$ cat src/rtl/ohl_pkg.sv
// ohl_pkg: shared constants, codes and control structs for the ordered handle list
// used by ohl_ctrl, ohl_dp and ordered_handle_list_core
`timescale 1ns / 1ps

package ohl_pkg;

  // default list depth
  localparam int CAPACITY_DEF = 64;

  // field widths
  localparam int OP_W     = 2;
  localparam int HANDLE_W = 16;
  localparam int POS_W    = 6;
  localparam int STATUS_W = 2;
  localparam int LEN_W    = 7;
  localparam int IN_W     = 24;
  localparam int OUT_W    = 48;

  // operation codes
  localparam logic [OP_W-1:0] OP_APPEND = 2'd0;
  localparam logic [OP_W-1:0] OP_REMOVE = 2'd1;
  localparam logic [OP_W-1:0] OP_GET    = 2'd2;

  // result status codes
  localparam logic [STATUS_W-1:0] ST_OK      = 2'd0;
  localparam logic [STATUS_W-1:0] ST_MISSING = 2'd1;
  localparam logic [STATUS_W-1:0] ST_FULL    = 2'd2;

  // controller to datapath
  typedef struct packed {
    logic load;   // latch request word, arm the walk
    logic walk;   // advance the remove walk one step
    logic fin;    // commit the operation and load the result register
  } ohl_cmd_t;

  // datapath to controller
  typedef struct packed {
    logic [OP_W-1:0] in_op;      // op of the word waiting at the input
    logic            walk_done;  // all entries read and handled
    logic            out_busy;   // result register still occupied
  } ohl_sts_t;

endpackage

$ cat src/rtl/ordered_handle_list_core.sv
// ordered_handle_list_core: insertion-ordered list of up to CAPACITY 16-bit handles
// append goes to commit, get reads its position then commits, remove walks the list then commits;
// one word in flight, next word taken once the previous one has committed
// remove speed is set by the single read port walking the entry memory once per entry
// reset (rst, synchronous, active high) empties the list; entry memory is not cleared
`timescale 1ns / 1ps

module ordered_handle_list_core #(
  parameter int CAPACITY = ohl_pkg::CAPACITY_DEF
) (
  input  logic                      clk,
  input  logic                      rst,
  // input word
  input  logic                      s_tvalid,
  output logic                      s_tready,
  input  logic [ohl_pkg::IN_W-1:0]  s_tdata,   // op[1:0], handle[17:2], position[23:18]
  // result word
  output logic                      m_tvalid,
  input  logic                      m_tready,
  output logic [ohl_pkg::OUT_W-1:0] m_tdata    // status[1:0], fetched[17:2], length[24:18],
                                               // largest[40:25], largest_valid[41], zero above
);
  import ohl_pkg::*;

  // command and status between sequencer and datapath
  ohl_cmd_t cmd;
  ohl_sts_t sts;

  // sequencer: idle, remove walk, get read, commit
  ohl_ctrl u_ctrl (
    .clk       (clk),
    .rst       (rst),
    .in_valid  (s_tvalid),
    .in_ready  (s_tready),
    .out_ready (m_tready),
    .sts       (sts),
    .cmd       (cmd)
  );

  // datapath: entry memory, length/max tracking, result register
  ohl_dp #(
    .CAPACITY (CAPACITY)
  ) u_dp (
    .clk       (clk),
    .rst       (rst),
    .in_data   (s_tdata),
    .out_ready (m_tready),
    .out_valid (m_tvalid),
    .out_data  (m_tdata),
    .cmd       (cmd),
    .sts       (sts)
  );

endmodule

$ cat src/rtl/ohl_ctrl.sv
// ohl_ctrl: sequencing state machine for the ordered handle list
// depends on ohl_pkg for the command/status structs and op codes
`timescale 1ns / 1ps

module ohl_ctrl (
  input  logic              clk,
  input  logic              rst,
  input  logic              in_valid,
  output logic              in_ready,
  input  logic              out_ready,
  input  ohl_pkg::ohl_sts_t sts,
  output ohl_pkg::ohl_cmd_t cmd
);
  import ohl_pkg::*;

  typedef enum logic [3:0] {
    S_IDLE   = 4'b0001,
    S_WALK   = 4'b0010,
    S_READ   = 4'b0100,
    S_FINISH = 4'b1000
  } state_t;

  state_t state, state_next;

  always_ff @(posedge clk) begin
    if (rst) begin
      state <= S_IDLE;
    end else begin
      state <= state_next;
    end
  end

  assign in_ready = (state == S_IDLE);

  always_comb begin
    state_next = state;
    cmd        = '0;
    unique case (state)
      S_IDLE: begin
        if (in_valid) begin
          cmd.load = 1'b1;
          if (sts.in_op == OP_REMOVE) begin
            state_next = S_WALK;
          end else if (sts.in_op == OP_GET) begin
            state_next = S_READ;
          end else begin
            state_next = S_FINISH;
          end
        end
      end
      S_WALK: begin
        if (sts.walk_done) begin
          state_next = S_FINISH;
        end else begin
          cmd.walk = 1'b1;
        end
      end
      S_READ: begin
        // memory read of the requested position lands next cycle
        state_next = S_FINISH;
      end
      S_FINISH: begin
        if (!sts.out_busy || out_ready) begin
          cmd.fin    = 1'b1;
          state_next = S_IDLE;
        end
      end
      default: begin
        state_next = S_IDLE;
      end
    endcase
  end

endmodule

$ cat src/rtl/ohl_dp.sv
// ohl_dp: entry memory, length and maximum registers, remove walk and result register
// depends on ohl_pkg for codes, widths and the command/status structs
`timescale 1ns / 1ps

module ohl_dp #(
  parameter int CAPACITY = ohl_pkg::CAPACITY_DEF
) (
  input  logic                     clk,
  input  logic                     rst,
  input  logic [ohl_pkg::IN_W-1:0] in_data,
  input  logic                     out_ready,
  output logic                     out_valid,
  output logic [ohl_pkg::OUT_W-1:0] out_data,
  input  ohl_pkg::ohl_cmd_t        cmd,
  output ohl_pkg::ohl_sts_t        sts
);
  import ohl_pkg::*;

  localparam int AW   = $clog2(CAPACITY);
  localparam int CW   = $clog2(CAPACITY + 1);
  localparam int CMPW = (CW > POS_W) ? CW : POS_W;
  localparam int LXW  = (CW > LEN_W) ? CW : LEN_W;

  logic [HANDLE_W-1:0] mem [CAPACITY];

  // request word
  logic [OP_W-1:0]     req_op;
  logic [HANDLE_W-1:0] req_handle;
  logic [POS_W-1:0]    req_pos;

  // list state
  logic [CW-1:0]       count;
  logic [HANDLE_W-1:0] max_val;

  // walk state
  logic [CW-1:0]       issue_idx;
  logic [CW-1:0]       data_idx;
  logic                data_vld;
  logic                found;
  logic [HANDLE_W-1:0] run_max;
  logic [HANDLE_W-1:0] rd_data;

  logic                res_valid;
  logic [OUT_W-1:0]    res_data;

  logic [CMPW-1:0]     pos_ext;
  logic [AW-1:0]       rd_addr;
  logic                issue_ok;
  logic [CW-1:0]       prev_idx;

  logic                we;
  logic [AW-1:0]       wa;
  logic [HANDLE_W-1:0] wd;

  logic [CW-1:0]       count_after;
  logic [HANDLE_W-1:0] max_after;
  logic [STATUS_W-1:0] status;
  logic [HANDLE_W-1:0] fetched;
  logic [LXW-1:0]      len_ext;

  assign sts.in_op     = in_data[OP_W-1:0];
  assign sts.walk_done = !issue_ok && !data_vld;
  assign sts.out_busy  = res_valid;

  assign pos_ext  = CMPW'(req_pos);
  assign issue_ok = (issue_idx < count);
  assign prev_idx = data_idx - 1'b1;
  assign rd_addr  = (req_op == OP_REMOVE) ? issue_idx[AW-1:0] : pos_ext[AW-1:0];

  // single write port: shift during the walk, append at commit
  always_comb begin
    we = 1'b0;
    wa = count[AW-1:0];
    wd = req_handle;
    if (cmd.walk && data_vld && found) begin
      we = 1'b1;
      wa = prev_idx[AW-1:0];
      wd = rd_data;
    end else if (cmd.fin && req_op == OP_APPEND && count < CW'(CAPACITY)) begin
      we = 1'b1;
    end
  end

  always_ff @(posedge clk) begin
    if (we) begin
      mem[wa] <= wd;
    end
    rd_data <= mem[rd_addr];
  end

  // outcome of the pending operation
  always_comb begin
    count_after = count;
    max_after   = max_val;
    status      = ST_MISSING;
    fetched     = '0;
    case (req_op)
      OP_APPEND: begin
        if (count < CW'(CAPACITY)) begin
          count_after = count + 1'b1;
          max_after   = (req_handle > max_val) ? req_handle : max_val;
          status      = ST_OK;
        end else begin
          status = ST_FULL;
        end
      end
      OP_REMOVE: begin
        if (found) begin
          count_after = count - 1'b1;
          max_after   = run_max;
          status      = ST_OK;
        end
      end
      OP_GET: begin
        if (pos_ext < CMPW'(count)) begin
          fetched = rd_data;
          status  = ST_OK;
        end
      end
      default: begin
        status = ST_MISSING;
      end
    endcase
  end

  assign len_ext = LXW'(count_after);

  always_ff @(posedge clk) begin
    if (rst) begin
      count     <= '0;
      max_val   <= '0;
      res_valid <= 1'b0;
      data_vld  <= 1'b0;
      found     <= 1'b0;
      issue_idx <= '0;
    end else begin
      if (cmd.load) begin
        req_op     <= in_data[OP_W-1:0];
        req_handle <= in_data[OP_W +: HANDLE_W];
        req_pos    <= in_data[OP_W+HANDLE_W +: POS_W];
        issue_idx  <= '0;
        data_vld   <= 1'b0;
        found      <= 1'b0;
        run_max    <= '0;
      end
      if (cmd.walk) begin
        data_vld <= issue_ok;
        if (issue_ok) begin
          issue_idx <= issue_idx + 1'b1;
          data_idx  <= issue_idx;
        end
        if (data_vld) begin
          if (!found && rd_data == req_handle) begin
            // first match drops out; later entries move down one place
            found <= 1'b1;
          end else if (rd_data > run_max) begin
            run_max <= rd_data;
          end
        end
      end
      if (cmd.fin) begin
        count     <= count_after;
        max_val   <= max_after;
        res_valid <= 1'b1;
        res_data  <= {6'd0, (count_after != '0), max_after, len_ext[LEN_W-1:0],
                      fetched, status};
      end else if (out_ready) begin
        res_valid <= 1'b0;
      end
    end
  end

  assign out_valid = res_valid;
  assign out_data  = res_data;

endmodule
$ cat config.mk
export PLATFORM = sky130hd
export DESIGN_NAME = ordered_handle_list_core
export DESIGN_NICKNAME = d
export VERILOG_FILES = /design/src/rtl/ohl_pkg.sv /design/src/rtl/ordered_handle_list_core.sv /design/src/rtl/ohl_ctrl.sv /design/src/rtl/ohl_dp.sv
export SDC_FILE = /design/constraint.sdc
export NUM_CORES = 2
export LEC_CHECK = 0
export BUFFER_PORTS_ARGS = -buffer_cell sky130_fd_sc_hd__buf_2
export CORE_AREA = 8 8 321 292
export DETAILED_ROUTE_END_ITERATION = 10
export DIE_AREA = 0 0 329 300
export GPL_TIMING_DRIVEN = 0
export HOLD_SLACK_MARGIN = 0.02
export PLACE_DENSITY = 0.76
export SYNTH_ARGS = -nofsm -noshare
export SYNTH_HDL_FRONTEND = slang
export SYNTH_SLANG_ARGS = --single-unit
$ cat constraint.sdc
create_clock -name clk -period 4.35 [get_ports clk]
set_input_delay 0.435 -clock clk [delete_from_list [all_inputs] [get_ports clk]]
set_output_delay 0.435 -clock clk [all_outputs]
set_load 0.05 [all_outputs]
==> impl_metrics.py <==
metrics = {
    "drt": {
        "routedWlPerCell_microns": 29.6,
        "wl_met2_microns": 62900,
        "ant_nets": 0,
        "drc": 0,
        "wl_met1_microns": 53100,
        "wl_met3_microns": 18200,
        "dr.first_iter.drc_count": 4476,
        "first_pass_iters": 6,
        "maxUsedRoutingLayer": "met5",
        "routed_via_density": 6.65,
        "num_vias": 31400,
        "wl_microns": 140000,
    },
    "placement": {
        "dp_hpwl_microns": 97000,
        "io_buffer_count": 71,
        "gp_congestion": 1.02,
    },
    "hold_path": {
        "hold_path.class": "input pin to register",
        "min_path_cells": 3,
    },
    "synthesis": {
        "synthArstFlopShare_pct": 0,
        "yosysWarnings": 0,
        "yosysTopAreaCellShare_pct": 67.1,
        "synthTopCellsByArea": "edfxtp_1 (67%), mux4_2 (5.8%), mux2i_1 (5.6%)",
        "synth_edf_count": 1112,
        "synthCells": 3193,
        "syn_avg_cell_area_sq_um": 15.6,
        "seq_area_frac_synth_pct": 69.2,
        "synth_area_leader_cell": "edfxtp_1",
        "synthFlopType": "edfxtp_1",
        "synth-seq-cells": 1165,
        "synthesis.area_sq_mm": 0.0498,
        "synth.distinct_cells": 76,
    },
    "power": {
        "leakagePower_uw": 0.0190,
        "vdd_drop_max_mv": 0.366,
        "pwr_density_cell_mw_per_mm2": 412,
    },
    "floorplan": {
        "ioPinCount": 78,
        "rows": 104,
        "coreArea_sq_mm": 0.0884,
        "die_w_microns": 329,
        "initial_core_util_pct": 56.3,
        "die_height_microns": 300,
        "dieArea_sq_mm": 0.0987,
    },
    "grt": {
        "grt_overflow": 0,
        "grt_pass1_wl_microns": 202000,
        "grt_pass1_vias": 30400,
        "grt_max_degree": 40,
        "grt_use_total_pct": 27.7,
        "antenna_found_initial": 5,
    },
    "setup_path": {
        "path_class": "register to register",
        "required_ps": 4740,
        "worst_ep_arrival_time_ps": 4900,
        "r2r_cells": 8,
        "worstSetupEndpointType": "register",
        "worstSetupStartpointType": "register",
        "worstPathMaxFanout": 10,
    },
    "cts": {
        "htreeDepth": 3,
        "ctsRootBufferMaster": "clkbuf_16",
        "cts_tree": "built",
        "clkTransAtPathRegs_ps": 60,
        "clock_path_buffers": 3,
        "cts_setup_buffers": 0,
        "cts-buffers-inserted": 110,
        "insertion_delay_ps": 710,
        "clock_sinks": 1165,
    },
    "sta": {
        "final_hold_viol_count": 0,
        "finClkSkew_ps": 35.5,
        "maxSlewViolCount": 7,
        "layout_setup_ws_ps": -155,
        "finalCritPeriodShare_pct": 104,
        "relSlewSlack_pct": -5.44,
        "finalSetupViolCount": 4,
        "fin_hold_ws_ps": 95.8,
        "min_period_ps": 4510,
        "fmax_mhz": 222,
        "tightestPinTransition_ps": 1540,
    },
    "finish": {
        "drive_above_1_share_pct": 16.9,
        "final_nets": 3538,
        "multiInputGateArea_sq_mm": 0.0141,
        "syn2layout_area_growth_pct": 14.3,
        "fin_util_pct": 64.3,
        "seqCellArea_sq_mm": 0.0345,
        "nFillCells": 6028,
    },
    "outcome": {
        "violations": "capacitance limit, slew limit, setup timing",
        "status": "finished with violations",
    },
    "run": {
        "cap_violations": 4,
    },
}
==> state kept, by name (all words and copies together), names as in the netlist, 4 cells and up <==
register,cells
u_dp.rd_data,16
u_dp.max_val,16
u_dp.req_handle,16
u_dp.mem,1024
u_dp.issue_idx,7
u_dp.run_max,16
u_dp.data_idx,6
u_dp.req_pos,6
u_dp.out_data,42
u_ctrl.state,4
u_dp.count,7
==> worst max-delay path, cell delays in order, from the launching register on <==
cell and delay, ps:
edfxtp_1 460, nand2b_1 180, buf_4 180, buf_6 150, o21ai_1 540, clkbuf_1 730
a2111oi_0 450, a2111oi_1 970, nand4_1 530
==> power breakdown <==
part / switching [uW] / internal, uW
clock: 4210 / 5200
combinational: 1050 / 534
sequential: 117 / 12300
total: 5380 / 18100
==> timing repair <==
action,CTS,global route
hold endpoints to repair,25,0
gates resized for setup,20,18
hold buffers,25,0
pin swaps,2,0
cloned,0,0
setup endpoints to repair,12,35
==> metrics by stage <==
stage	total power, uW	cells	setup TNS [ps]	worst slack (ps)	area (sq um)
floorplan	13500	3198	-186520	-266	49800
global placement	14100	4435	-4512320	-6050	51600
detailed placement	14200	4490	-2630	-459	53000
CTS	23400	4717	0	5.96	56800
global route	23900	4717	-1.85	-1.85	56800
finish	23400	4720	-295	-155	56800
==> synth_stat cells (all sizes together) (23+ instances only) <==
| master | count |
|---|---|
| a2111oi | 34 |
| a211oi | 212 |
| a21oi | 60 |
| a22oi | 26 |
| a31oi | 42 |
| and2 | 23 |
| buf | 105 |
| clkbuf | 103 |
| dfxtp | 53 |
| edfxtp | 1112 |
| ha | 49 |
| inv | 160 |
| mux2i | 280 |
| mux4 | 128 |
| nand2 | 142 |
| nand3 | 34 |
| nand4 | 36 |
| nor2 | 205 |
| nor2b | 67 |
| nor3 | 27 |
| nor4 | 37 |
| o21ai | 29 |
| o32ai | 32 |
==> final cells by class <==
cell class,count,share of cell area (%)
Multi-Input combinational cell,1663,24.8
Antenna cell,3,0.0132
Inverter,162,1.07
Buffer,208,1.82
Sequential cell,1165,60.6
Tap cell,1166,2.57
Clock buffer,136,5.01
Clock inverter,66,1.12
Timing Repair Buffer,151,2.96
==> metal layers <==
layer  global-route usage (%)  vias up
met1                     38.3    15700
met2                     42.3     2215
met4                     10.1        2
li1                         -    13200
met3                     7.84      341
met5                        0        -
==> path summary, 6_finish.rpt <==
path                                     start                to  slack (ps)
worst max register to register  u_dp.req_op[1]  u_dp.rd_data[12]        -160
worst min register to register   u_dp.count[5]     u_dp.count[5]         460
worst min-delay path                  m_tready    u_dp.out_valid         100
worst max-delay path            u_dp.req_op[1]  u_dp.rd_data[12]        -160
==> cell families (layout without fill, tap and decap cells) <==
| family | count (synthesis) | count (layout) | synth area share [%] |
|---|---|---|---|
| AOI/OAI and AO/OA | 550 | 550 | 8.21 |
| xor gates and xnor gates | 28 | 28 | 0.493 |
| adders and majority gates | 49 | 49 | 1.23 |
| buffers and inverters | 370 | 723 | 3.24 |
| DFF | 1165 | 1165 | 69.2 |
| muxes | 410 | 410 | 11.5 |
| other | 1 | 9 | 0.00754 |
| and+or+nand+nor | 620 | 620 | 6.09 |
==> cell usage in the layout, fill, tap and decap left out, types with 22 or more instances in the layout <==
| master | Yosys | final |
|---|---|---|
| edfxtp_1 | 1112 | 1112 |
| nor2_2 | 1 | 61 |
| clkinv_1 | 2 | 29 |
| nor3_1 | 26 | 26 |
| a31oi_1 | 42 | 41 |
| a21oi_1 | 59 | 59 |
| nand2_1 | 141 | 141 |
| mux2i_1 | 280 | 280 |
| mux4_2 | 128 | 128 |
| clkbuf_1 | 103 | 123 |
| nand4_1 | 36 | 36 |
| nor4_1 | 37 | 37 |
| o32ai_1 | 32 | 31 |
| ha_1 | 49 | 49 |
| buf_2 | 60 | 131 |
| a22oi_1 | 26 | 26 |
| nand3_1 | 34 | 34 |
| a211oi_1 | 210 | 210 |
| clkbuf_16 | 0 | 110 |
| dfxtp_1 | 53 | 53 |
| nor2b_1 | 67 | 67 |
| and2_1 | 22 | 22 |
| dlygate4sd3_1 | 0 | 25 |
| nor2_1 | 204 | 143 |
| inv_1 | 160 | 160 |
(Power assumes the default switching activity.)
